--- config.mk ---
export PLATFORM = sky130hd
export DESIGN_NAME = mtg_front
export DESIGN_NICKNAME = d
export VERILOG_FILES = /design/src/rtl/mtg_pkg.sv /design/src/rtl/mtg_front.sv
export SDC_FILE = /design/constraint.sdc
export NUM_CORES = 1
export LEC_CHECK = 0
export ABC_AREA = 1
export ABC_CLOCK_PERIOD_IN_PS = 3700
export BUFFER_PORTS_ARGS = -buffer_cell sky130_fd_sc_hd__buf_4
export CORE_AREA = 4 4 41 43
export CTS_CLUSTER_DIAMETER = 100
export DETAILED_ROUTE_END_ITERATION = 12
export DIE_AREA = 0 0 45 47
export GPL_ROUTABILITY_DRIVEN = 0
export PLACE_DENSITY = 0.43
export SETUP_SLACK_MARGIN = 0.5
export SYNTH_ARGS = -nofsm -noshare
export SYNTH_HDL_FRONTEND = slang
export SYNTH_SLANG_ARGS = --single-unit
--- constraint.sdc ---
create_clock -name clk -period 3.7 [get_ports clk]
set_clock_uncertainty 0.05 [all_clocks]
set_input_delay 0.185 -clock clk [delete_from_list [all_inputs] [get_ports clk]]
set_output_delay 0.185 -clock clk [all_outputs]
set_load 0.03 [all_outputs]
--- src/rtl/mtg_pkg.sv ---
package mtg_pkg;

  // generator geometry
  localparam int WORD_W      = 32;
  localparam int STATE_DEPTH = 624;
  localparam int TAP_OFFSET  = 397;
  localparam int IDX_W       = 10;
  localparam int TAP_WRAP    = STATE_DEPTH - TAP_OFFSET;

  // request queue and result queue sizes
  localparam int REQ_DEPTH = 4;
  localparam int REQ_CNT_W = 3;
  localparam int OQ_DEPTH  = 4;
  localparam int OQ_PTR_W  = 2;
  localparam int OQ_CNT_W  = 3;

  // algorithm constants
  localparam logic [WORD_W-1:0] SEED_RESET = 32'd5489;
  localparam logic [WORD_W-1:0] XOR_MATRIX = 32'h9908_B0DF;
  localparam logic [WORD_W-1:0] TEMPER_B   = 32'h9D2C_5680;
  localparam logic [WORD_W-1:0] TEMPER_C   = 32'hEFC6_0000;
  localparam logic [WORD_W-1:0] INIT_MUL   = 32'd1812433253;

  // seed load command from the configuration port
  typedef struct packed {
    logic              load;
    logic [WORD_W-1:0] seed;
  } seed_cmd_t;

  // request hand-over between front and back
  typedef struct packed {
    logic valid;
    logic take;
  } req_link_t;

  // output tempering
  function automatic logic [WORD_W-1:0] temper(input logic [WORD_W-1:0] y_in);
    logic [WORD_W-1:0] y;
    y = y_in ^ (y_in >> 11);
    y = y ^ ((y << 7) & TEMPER_B);
    y = y ^ ((y << 15) & TEMPER_C);
    y = y ^ (y >> 18);
    return y;
  endfunction

  // one word of the twist recurrence
  function automatic logic [WORD_W-1:0] twist_word(input logic [WORD_W-1:0] hi_src,
                                                   input logic [WORD_W-1:0] lo_src,
                                                   input logic [WORD_W-1:0] tap);
    logic [WORD_W-1:0] z;
    logic [WORD_W-1:0] w;
    z = {hi_src[WORD_W-1], lo_src[WORD_W-2:0]};
    w = tap ^ (z >> 1);
    if (z[0]) begin
      w = w ^ XOR_MATRIX;
    end
    return w;
  endfunction

  // one step of the seeding recurrence, low word of the product only
  function automatic logic [WORD_W-1:0] init_step(input logic [WORD_W-1:0] prev,
                                                  input logic [IDX_W-1:0]  idx);
    logic [WORD_W-1:0] mix;
    logic [WORD_W-1:0] prod;
    mix  = prev ^ (prev >> 30);
    prod = INIT_MUL * mix;
    return prod + WORD_W'(idx);
  endfunction

endpackage

--- src/rtl/mtg_front.sv ---
module mtg_front (
  input  logic                  clk,
  input  logic                  rst,
  input  logic                  flush,
  input  logic                  push,
  input  logic                  draw_request,
  output logic                  full,
  output logic                  req_valid,
  input  logic                  req_take
);

  logic [mtg_pkg::REQ_CNT_W-1:0] pend_cnt;
  logic [mtg_pkg::REQ_CNT_W-1:0] pend_cnt_next;
  logic                          accepted;
  logic                          is_draw;

  // accept a transaction and keep only real draw requests
  assign full      = (pend_cnt == mtg_pkg::REQ_CNT_W'(mtg_pkg::REQ_DEPTH));
  assign accepted  = push && !full;
  assign is_draw   = accepted && draw_request;
  assign req_valid = (pend_cnt != '0);

  always_comb begin
    pend_cnt_next = pend_cnt;
    if (is_draw) begin
      pend_cnt_next = pend_cnt_next + 1'b1;
    end
    if (req_take) begin
      pend_cnt_next = pend_cnt_next - 1'b1;
    end
  end

  // pending request count
  always_ff @(posedge clk) begin
    if (rst || flush) begin
      pend_cnt <= '0;
    end else begin
      pend_cnt <= pend_cnt_next;
    end
  end

endmodule

==> results_dict.tcl <==
set metrics [dict create \
    core-area_mm2 0.00130 \
    ys_seq_elements 3 \
    hp-class "primary input to register" \
    synth_largest_type_area_fraction_pct 22.3 \
    crit_arrival_ns 1.85 \
    cts_tree "done" \
    slowest_delay_ns 0.37 \
    cts.repair.resized 0 \
    holdPathEnd "pend_cnt[0]" \
    clock_path_buffers 2 \
    reg_top3 "pend_cnt: 3 flops" \
    grt.total_usage_pct 6.31 \
    r2r_slack_ns 1.94 \
    num_antenna_cells 0 \
    worstSetupStartpointType "register" \
    cts_sinks 3 \
    grt_overflow_total 0 \
    largest_register_ffs 3 \
    tightest_slew_ns 0.197 \
    finalSetupTns_ns 0 \
    cpMaxStageDelayCell "dfxtp_1" \
    layout_commonest_cell "nand2_1" \
    synth_cells 47 \
    drc 0 \
    final_cell_mix "nand2_1 (16), inv_1 (8), nor2_1 (7), buf_4 (7), nand3_1 (5)" \
    ctsRootBufferMaster "clkbuf_4" \
    power_leakage_nw 0.209 \
    path_clk_slew_ns 0.04 \
    numCtsBuffers 3 \
    powerDensity_mw_per_mm2 346 \
    syn_to_final_growth_pct 36.3 \
    regMostFlops "pend_cnt" \
    start_util_pct 20.7 \
    layout-drive-gt1-share_pct 22.4 \
    die_area_mm2 0.00212 \
    synth.avg_cell_area_um2 5.72 \
    wirelength_um 564 \
    seq_area_frac_synth_pct 22.3 \
    finalMaxSlewViolations 0 \
    crit_chain "inv_1, ha_1, nand2_2, nand3_1, and2_1, ha_1, nand2_1, nand2_1, inv_1, nand2_1, inv_1" \
    hold_path.startpoint "rst" \
    synthesis.nets 56 \
    fp.dieW_um 45 \
    path_class "register to register" \
    reg2reg_to "pend_cnt[1]" \
    r2r_start "pend_cnt[0]" \
    layout_min_cycle_time_ns 1.76 \
    place_hpwl_um 444 \
    row_count 13 \
    wl_per_cell_um 7.73 \
    portBuffers 7 \
    hold_ws_ns 0.159 \
    synth_area_um2 269 \
    drt_pre_antenna_iters 1 \
    fill_cells 152 \
    cp.required_ns 3.79 \
    status "finished clean" \
    ctsHoldBuffers 0 \
    maxCapViolations 0 \
    grt_pass1_wl_um 834 \
    whs_path_depth 4 \
    synth_top_area_cell "dfxtp_1" \
    worstRegToRegCells 11 \
    vias_per_cell 3.82 \
    ir_drop_uv 130 \
    yosysWarnings 0 \
    crit_fanout 5 \
    nNetsFinal 68 \
    htreeDepth 1 \
    clock.fmax_ghz 0.569 \
    grt_setup_unrepaired "false" \
    drt_iter0_markers 0 \
    endpoint_kind "register" \
    grt_max_degree 6 \
    netlist_top_cells_area "dfxtp_1 (22%), nand2_1 (22%), ha_1 (14%), inv_1 (11%), nor2_1 (9.8%)" \
    relSlewSlack_pct 86.8 \
    ys_types 10 \
    die_y_um 47 \
    post_cts_buffers 0 \
    ant_nets 0 \
    finalCritPeriodShare_pct 47.5 \
    clock_latency_ns 0.24 \
    finalHoldViolCount 0 \
    grt_pass1_vias 216 \
    io_pins 8 \
    antenna_found_initial 0 \
    via_count 279 \
    finalSetupViolations 0 \
]
[critical path: cells and delay by family, from the launching register on]
kind	cells	cell delay, ns
simple gates	6	0.58
fa+ha+maj	2	0.51
flops	1	0.37
buf+inv	3	0.15
[routing by layer]
layer / up-vias / share of wire (%) / GRT usage, %
met3: 2 / 11 / 4.60
met2: 9 / 38 / 7.63
met1: 105 / 48 / 6.58
li1: 163 / - / -
met4: 0 / 2.8 / 7.02
met5: - / 0 / 0
[worst max-delay path by stage]
stage	from	endpoint	cells after the start
floorplan	pend_cnt[0]	pend_cnt[1]	11
global placement	pend_cnt[0]	pend_cnt[1]	11
detailed placement	pend_cnt[0]	pend_cnt[1]	11
CTS	pend_cnt[0]	pend_cnt[1]	11
global route	pend_cnt[0]	pend_cnt[1]	11
finish	pend_cnt[0]	pend_cnt[1]	11
[power breakdown]
part | total, mW | internal [mW] | switching [mW]
clock network | 0.0589 | 0.0405 | 0.0184
registers | 0.0360 | 0.0344 | 0.00156
logic | 0.0320 | 0.0136 | 0.0184
total | 0.127 | 0.0885 | 0.0383
[cells in the mapped netlist]
| cell | number |
|---|---|
| nand2_1 | 16 |
| inv_1 | 8 |
| nor2_1 | 7 |
| nand3_1 | 5 |
| dfxtp_1 | 3 |
| ha_1 | 3 |
| nand2_2 | 2 |
| and2_1 | 1 |
| inv_2 | 1 |
| nand3b_1 | 1 |
[metrics by stage]
| stage | area [um^2] | total power [mW] | setup WS, ns | util, % | cells |
|---|---|---|---|---|---|
| after floorplan | 269 | 0.0577 | 2.09 | - | 47 |
| after global placement | 340 | 0.0690 | 1.93 | 26.2 | 69 |
| after detailed placement | 340 | 0.0688 | 1.96 | 26.2 | 69 |
| after CTS | 367 | 0.129 | 1.94 | 28.2 | 73 |
| after global routing | 367 | 0.137 | 1.82 | 28.2 | 73 |
| final | 367 | 0.127 | 1.94 | 28.2 | 73 |
[kinds of logic (layout without fill, tap and decap cells)]
logic type | Yosys count | count (layout) | share of synthesized area, %
adder cells (fa/ha/maj) | 3 | 3 | 14.0
buffers and inverters | 9 | 20 | 12.6
flip-flops | 3 | 3 | 22.3
AND/OR/NAND/NOR | 32 | 32 | 51.2
[area by class of cell]
class | count | area, um^2 | area share (%)
sequential | 3 | 60.1 | 16.4
multi-input combinational | 35 | 175 | 47.8
tap | 15 | 18.8 | 5.12
clock buffer | 4 | 26.3 | 7.17
timing repair buffer | 7 | 52.6 | 14.3
inverter | 9 | 33.8 | 9.22
Power figures use the tool's default switching activity.
