### src/rtl/mtg_pkg.sv
package mtg_pkg;

  // generator geometry
  localparam int WORD_W      = 32;
  localparam int STATE_DEPTH = 624;
  localparam int TAP_OFFSET  = 397;
  localparam int IDX_W       = 10;
  localparam int TAP_WRAP    = STATE_DEPTH - TAP_OFFSET;

  // request queue and result queue sizes
  localparam int REQ_DEPTH = 4;
  localparam int REQ_CNT_W = 3;
  localparam int OQ_DEPTH  = 4;
  localparam int OQ_PTR_W  = 2;
  localparam int OQ_CNT_W  = 3;

  // algorithm constants
  localparam logic [WORD_W-1:0] SEED_RESET = 32'd5489;
  localparam logic [WORD_W-1:0] XOR_MATRIX = 32'h9908_B0DF;
  localparam logic [WORD_W-1:0] TEMPER_B   = 32'h9D2C_5680;
  localparam logic [WORD_W-1:0] TEMPER_C   = 32'hEFC6_0000;
  localparam logic [WORD_W-1:0] INIT_MUL   = 32'd1812433253;

  // seed load command from the configuration port
  typedef struct packed {
    logic              load;
    logic [WORD_W-1:0] seed;
  } seed_cmd_t;

  // request hand-over between front and back
  typedef struct packed {
    logic valid;
    logic take;
  } req_link_t;

  // output tempering
  function automatic logic [WORD_W-1:0] temper(input logic [WORD_W-1:0] y_in);
    logic [WORD_W-1:0] y;
    y = y_in ^ (y_in >> 11);
    y = y ^ ((y << 7) & TEMPER_B);
    y = y ^ ((y << 15) & TEMPER_C);
    y = y ^ (y >> 18);
    return y;
  endfunction

  // one word of the twist recurrence
  function automatic logic [WORD_W-1:0] twist_word(input logic [WORD_W-1:0] hi_src,
                                                   input logic [WORD_W-1:0] lo_src,
                                                   input logic [WORD_W-1:0] tap);
    logic [WORD_W-1:0] z;
    logic [WORD_W-1:0] w;
    z = {hi_src[WORD_W-1], lo_src[WORD_W-2:0]};
    w = tap ^ (z >> 1);
    if (z[0]) begin
      w = w ^ XOR_MATRIX;
    end
    return w;
  endfunction

  // one step of the seeding recurrence, low word of the product only
  function automatic logic [WORD_W-1:0] init_step(input logic [WORD_W-1:0] prev,
                                                  input logic [IDX_W-1:0]  idx);
    logic [WORD_W-1:0] mix;
    logic [WORD_W-1:0] prod;
    mix  = prev ^ (prev >> 30);
    prod = INIT_MUL * mix;
    return prod + WORD_W'(idx);
  endfunction

endpackage

### src/rtl/mtg_outq.sv
module mtg_outq (
  input  logic                         clk,
  input  logic                         rst,
  input  logic                         flush,
  input  logic                         in_valid,
  input  logic [mtg_pkg::WORD_W-1:0]   in_word,
  output logic [mtg_pkg::OQ_CNT_W-1:0] count,
  output logic                         empty,
  input  logic                         pop,
  output logic [mtg_pkg::WORD_W-1:0]   random_word
);

  logic [mtg_pkg::WORD_W-1:0]   slots [mtg_pkg::OQ_DEPTH];
  logic [mtg_pkg::OQ_PTR_W-1:0] wr_ptr;
  logic [mtg_pkg::OQ_PTR_W-1:0] rd_ptr;
  logic                         do_pop;

  assign empty       = (count == '0);
  assign do_pop      = pop && !empty;
  assign random_word = slots[rd_ptr];

  // result storage
  always_ff @(posedge clk) begin
    if (in_valid) begin
      slots[wr_ptr] <= in_word;
    end
  end

  // pointers and fill level
  always_ff @(posedge clk) begin
    if (rst || flush) begin
      wr_ptr <= '0;
      rd_ptr <= '0;
      count  <= '0;
    end else begin
      if (in_valid) begin
        wr_ptr <= wr_ptr + 1'b1;
      end
      if (do_pop) begin
        rd_ptr <= rd_ptr + 1'b1;
      end
      if (in_valid && !do_pop) begin
        count <= count + 1'b1;
      end else if (!in_valid && do_pop) begin
        count <= count - 1'b1;
      end
    end
  end

endmodule

### config.mk
export PLATFORM = sky130hd
export DESIGN_NAME = mtg_outq
export DESIGN_NICKNAME = d
export VERILOG_FILES = /design/src/rtl/mtg_pkg.sv /design/src/rtl/mtg_outq.sv
export SDC_FILE = /design/constraint.sdc
export NUM_CORES = 1
export LEC_CHECK = 0
export ABC_AREA = 1
export ABC_CLOCK_PERIOD_IN_PS = 2000
export BUFFER_PORTS_ARGS = -buffer_cell sky130_fd_sc_hd__buf_2
export CORE_ASPECT_RATIO = 1.25
export CORE_MARGIN = 2
export CORE_UTILIZATION = 34
export DETAILED_ROUTE_END_ITERATION = 7
export PLACE_DENSITY = 0.49
export SETUP_SLACK_MARGIN = 0.3
export SYNTH_ARGS = -nofsm -noshare
export SYNTH_HDL_FRONTEND = slang
export SYNTH_SLANG_ARGS = --single-unit
### constraint.sdc
create_clock -name clk -period 2 [get_ports clk]
set_clock_uncertainty 0.1 [all_clocks]
set_input_delay 0.4 -clock clk [delete_from_list [all_inputs] [get_ports clk]]
set_output_delay 0.4 -clock clk [all_outputs]
set_load 0.02 [all_outputs]
==> metrics.yaml, run 1 <==
period_minus_slack_ns: 2.028
totalWireLength_mm: 11.76
dp_slack_ns: 0.2194
root_buffer: "clkbuf_16"
maxSlewHeadroom_pct: 70.84
cp-end-kind: "primary output"
ant_nets: 0
setup_viol: 8
cp_max_fo: 8
clock_sinks: 137
dieArea_sq_um: 16430
syn_to_final_growth_pct: 34.21
regArea_sq_um: 4035
max_freq_mhz: 493.1
path_class: "reg -> out"
hold_path_class: "in -> reg"
grt_util_all_layers_pct: 14.93
p_leak_nw: 2.542
grt_pass1_wl_mm: 18.23
placed_cells: 626
num_rows: 50
port_buffers: 72
crit_path_top_delay_cell: "dfxtp_4"
grt_pass1_vias: 3421
hold_buffers: 0
r2r-start: "count[1]$_SDFFE_PP0P_"
required_ns: 1.50
ctsLongestPathBuffers: 2
nets: 517
cts.clk_slew.worst_paths_ns: 0.05
synth_top_area_share_pct: 73.33
die_h_microns: 142.8
worstPathArrival_ns: 1.53
synthesis.nets: 416
overflow: 0
drc: 0
synthTopCellsByArea: "edfxtp_1 73%, nor2_1 5.0%, o21ai_0 3.8%, o22ai_1 3.8%, dfxtp_1 3.4%"
yosys.area_share.adder_pct: 1.576
first_pass_iters: 4
violations: "negative setup slack"
htree_levels: 4
yosys.cell_types.count: 19
initial_core_util_pct: 34.91
worst_pin_slew_ns: 0.4358
drive_gt1_share_pct: 37.58
synth_top_family_by_area: "compound AO/OA/AOI/OAI gates"
power_mw: 7.166
drt_iter0_drc: 184
num-fill-cells: 1325
r2r_end: "count[2]$_SDFFE_PP0P_"
finalHoldWorstSlack_ns: 0.1043
netlist_area_sq_um: 5241
multi_input_area_sq_um: 1191
hold_violations: 0
whs_endpoint: "slots[0][23]$_DFFE_PP_"
finalSetupTns_ns: -0.1279
pin_count: 73
powerDensity_nw_per_um2: 1019
post-route-period-util_pct: 101.4
yosysSeqAreaShare_pct: 76.77
numCtsBuffers: 17
fin_cells: 669
antenna_cells: 0
slowest_delay_ns: 0.43
regToRegSetupSlack_ns: 0.32
grt_max_degree: 27
gp_congestion: 0.7021
hpwl_mm: 6.884
yosys_warnings: 0
slew_violations: 0
stdcell_area_sq_um: 7034
path_cells: "buf_12 -> buf_16 -> o21ai_2 -> o22ai_1 -> buf_4"
place_area_sq_um: 5882
insertion_delay_ns: 0.40
cap_violations: 0
core_area_sq_um: 15010
hold_start: "in_word[23]"
rsz0062_at_grt: "yes"
cts_tree: "built"
synth_xor_area_share_pct: 0
via_per_inst: 4.954
antenna_found_initial: 0
die_w_microns: 115.1
r2r_cells: 12
fin_util_pct: 46.85
timing.final.ws_setup_ns: -0.02780
synth_compound_area_share_pct: 10.89
synth-simple-area-share_pct: 6.326
ys_seq_elements: 137
synth.largest_area_cell: "edfxtp_1"
whs_path_depth: 1
synthMuxAreaShare_pct: 0
ir_worst_vdd_uv: 492.5
status: "complete, but fails checks"
wl_per_cell_microns: 17.57
vias: 3314
syn-mean-instance-area_sq_um: 14.05
critPathLaunchType: "flop"
synth_cells: 373
how the worst max path moves through the flow:
stage                            end  slack (ns)  cells past startpoint
2_1_floorplan  count[2]$_SDFFE_PP0P_        0.31                     12
3_3_place_gp   count[2]$_SDFFE_PP0P_        0.25                     12
3_5_place_dp         random_word[19]        0.22                      4
4_1_cts               random_word[2]       -0.06                      5
5_1_grt               random_word[2]       -0.11                      5
6_report              random_word[2]       -0.03                      5
sequential cells by signal, summed over array words and instances, names as in the netlist, named ones only:
name / flops
count: 3
rd_ptr: 2
slots: 128
wr_ptr: 2
worst max-delay path, delay by kind of cell, from the launching register on:
family / cells / cell delay, ns
AOI/OAI and AO/OA: 2 / 0.22
buffers and inverters: 3 / 0.47
DFF: 1 / 0.43
cells in the final DEF, fill, tap and decap left out, types with 2 or more instances in the layout:
master,Yosys,layout
buf_4,3,32
clkbuf_16,0,17
clkinv_2,0,2
dfxtp_1,9,4
nor2_1,70,61
clkinvlp_4,0,5
nand2_2,0,4
inv_4,0,2
dfxtp_4,0,2
o21ai_1,28,31
clkinv_1,0,4
nor2_2,0,3
o22ai_2,0,12
o21ai_2,0,13
buf_12,0,8
buf_16,0,2
bufinv_16,0,5
ha_1,5,4
o22ai_1,32,20
clkinv_4,0,2
nor2_4,0,6
inv_1,16,9
o21ai_0,40,24
edfxtp_1,128,128
a21oi_1,6,6
dfxtp_2,0,3
inv_2,1,2
buf_2,6,43
buf_6,9,15
nand2_1,14,10
area by class of cell:
| type | instances | area share, % |
|---|---|---|
| sequential | 137 | 57.36 |
| timing repair inverter | 1 | 0.2312 |
| multi-input combinational | 199 | 16.93 |
| inverter | 18 | 1.298 |
| timing repair buffer | 100 | 11.94 |
| tap | 182 | 3.237 |
| clock inverter | 14 | 2.899 |
| clock buffer | 18 | 6.101 |
synth_stat cells:
library cell  number
edfxtp_1         128
nor2_1            70
o21ai_0           40
o22ai_1           32
o21ai_1           28
inv_1             16
nand2_1           14
buf_6              9
dfxtp_1            9
a21oi_1            6
buf_2              6
ha_1               5
buf_4              3
nand3_1            2
clkbuf_1           1
fa_1               1
inv_2              1
inv_8              1
nand4_1            1
kinds of logic (layout without fill, tap and decap cells):
group | count (synthesis) | in the layout
AO/OA/AOI/OAI | 106 | 106
flip-flops | 137 | 137
adder cells (fa/ha/maj) | 6 | 6
AND/OR/NAND/NOR | 87 | 87
buffers and inverters | 37 | 151
repair_timing:
action	CTS	global route
gates resized for setup	100	28
gates cloned	3	0
buffers inserted	4	4
endpoints found under the setup margin	34	87
pin swaps	11	10
routing by layer:
metal | track usage (%) | up-vias | part of all wire [%]
met2 | 25.42 | 65 | 53
met5 | 0 | - | 0
met1 | 18.32 | 1660 | 42
li1 | - | 1580 | -
met4 | 5.010 | 0 | 1.2
met3 | 4.032 | 9 | 4.1
power by group:
| group | internal (mW) | total, mW | leakage (nW) | switching [mW] |
|---|---|---|---|---|
| sequential | 3.22 | 3.26 | 1.25 | 0.0322 |
| combinational | 0.249 | 0.594 | 0.988 | 0.345 |
| clock | 2.20 | 3.32 | 0.302 | 1.12 |
Note: power is estimated with default switching activity, not from simulation.
==> run 2, diff against run 1 <==
--- a/config.mk
+++ b/config.mk
@@ -10,9 +10,9 @@
 export BUFFER_PORTS_ARGS = -buffer_cell sky130_fd_sc_hd__buf_2
 export CORE_ASPECT_RATIO = 1.25
 export CORE_MARGIN = 2
-export CORE_UTILIZATION = 34
+export CORE_UTILIZATION = 30
 export DETAILED_ROUTE_END_ITERATION = 7
-export PLACE_DENSITY = 0.49
+export PLACE_DENSITY = 0.44
 export SETUP_SLACK_MARGIN = 0.3
 export SYNTH_ARGS = -nofsm -noshare
 export SYNTH_HDL_FRONTEND = slang
==> run 2 against run 1 <==
Compared with the run above: largest cell class unchanged; register-to-register slack lost 0.02 ns; the run still ends with negative setup slack left; critical path type unchanged; non-clock buffer count grew 11; power shrank 3.9%; via count is 3.1% higher.
==> metrics.yaml, run 2 (synthesis gave the netlist of run 1 again) <==
status: "complete, but fails checks"
violations: "negative setup slack"
cp-end-kind: "primary output"
post-route-period-util_pct: 103.3
num_rows: 54
r2r-start: "count[1]$_SDFFE_PP0P_"
grt_pass1_wl_mm: 19.68
totalWireLength_mm: 13.13
slew_violations: 0
largest-register: "slots"
max_freq_mhz: 483.8
worst_pin_slew_ns: 0.4883
setup_viol: 32
timing.final.ws_setup_ns: -0.06698
hold_start: "in_word[21]"
drt_iter0_drc: 184
hold_path_class: "in -> reg"
stdcell_area_sq_um: 7412
cts.clk_slew.worst_paths_ns: 0.06
core_area_sq_um: 17300
wl_per_cell_microns: 18.14
cap_violations: 0
finalSetupTns_ns: -1.128
power_mw: 6.887
hpwl_mm: 7.574
hold_buffers: 0
die_h_microns: 151.8
grt_pass1_vias: 3564
syn_to_final_growth_pct: 41.42
period_minus_slack_ns: 2.067
r2r_end: "count[1]$_SDFFE_PP0P_"
htree_levels: 4
via_per_inst: 4.718
grt_max_degree: 29
whs_endpoint: "slots[0][21]$_DFFE_PP_"
drc: 0
first_pass_iters: 4
maxSlewHeadroom_pct: 67.33
root_buffer: "clkbuf_16"
port_buffers: 72
drive_gt1_share_pct: 44.00
overflow: 0
p_leak_nw: 2.664
initial_core_util_pct: 30.30
numCtsBuffers: 17
hold_violations: 0
gp_congestion: 0.6913
dieArea_sq_um: 18550
insertion_delay_ns: 0.41
vias: 3416
final_cell_mix: "128 x edfxtp_1, 51 x nor2_1, 40 x buf_2"
required_ns: 1.50
largest_reg_flops: 128
final_common_cell: "edfxtp_1"
fin_util_pct: 42.85
powerDensity_nw_per_um2: 929.2
rsz0062_at_grt: "yes"
ir_worst_vdd_uv: 520.8
die_w_microns: 122.2
critPathLaunchType: "flop"
clock_sinks: 137
cp_max_fo: 5
reg.largest.list: "slots: 128 flops, count: 3 flops"
cts_tree: "built"
pin_count: 73
nets: 530
grt_util_all_layers_pct: 14.61
worstPathArrival_ns: 1.57
ant_nets: 0
ctsLongestPathBuffers: 2
r2r_cells: 8
regToRegSetupSlack_ns: 0.30
whs_path_depth: 1
path_class: "reg -> out"
place_area_sq_um: 5964
antenna_cells: 0
antenna_found_initial: 1
## run 2: stage by stage
stage / instances / hold WS, ns / setup WS (ns)
CTS: 718 / 0.07442 / -0.09657
finish: 724 / 0.09682 / -0.06698
detailed placement: 672 / 0.3982 / 0.2323
global placement: 672 / 0.3824 / 0.2456
floorplan: 373 / 0.3636 / 0.3131
global route: 724 / 0.08123 / -0.1589
## run 2: power by group
part / internal (mW) / switching (mW) / total (mW)
clock: 1.81 / 1.16 / 2.97
sequential: 3.22 / 0.0297 / 3.25
combinational: 0.290 / 0.372 / 0.662
total: 5.33 / 1.56 / 6.89
## run 2: routing by layer
| layer | wire length [microns] | part of all wire [%] | global-route usage [%] | vias to the layer above |
|---|---|---|---|---|
| met5 | 11 | 0.084 | 0 | - |
| met4 | 186 | 1.4 | 5.690 | 2 |
| met3 | 543 | 4.1 | 4.753 | 16 |
| met2 | 6713 | 51 | 24.19 | 73 |
| met1 | 5676 | 43 | 17.64 | 1715 |
| li1 | - | - | - | 1610 |
## run 2: how the worst max path moves through the flow
stage | startpoint | endpoint | slack [ns] | cells after the start
3_3_place_gp | in_valid | slots[3][25]$_DFFE_PP_ | 0.25 | 4
6_report | flop | random_word[23] | -0.07 | 6
3_5_place_dp | flop | random_word[15] | 0.23 | 4
2_1_floorplan | count[2]$_SDFFE_PP0P_ | count[2]$_SDFFE_PP0P_ | 0.31 | 12
5_1_grt | flop | random_word[29] | -0.16 | 6
4_1_cts | flop | random_word[25] | -0.1 | 6
## run 2: timing repair
item	4_1_cts	5_1_grt
resized for setup	78	107
setup buffers	8	3
cloned	6	3
pin swaps	15	18
endpoints found under the hold margin	0	0
endpoints found under the setup margin	34	52
## run 2: critical path, cell delays in order (launching register included)
cell	delay [ns]
dfxtp_4	0.37
buf_12	0.15
inv_8	0.10
buf_16	0.13
nor2_1	0.05
o22ai_1	0.17
buf_4	0.17
## run 2: layout make-up
class	count	area, sq um
flip-flops and latches	137	4035
well taps	224	280.3
repair inverters	3	31.28
clock inverters	14	130.1
repair buffers	111	1075
inverters	18	110.1
multi-input cells	199	1321
fillers	1629	9884
clock buffers	18	429.2
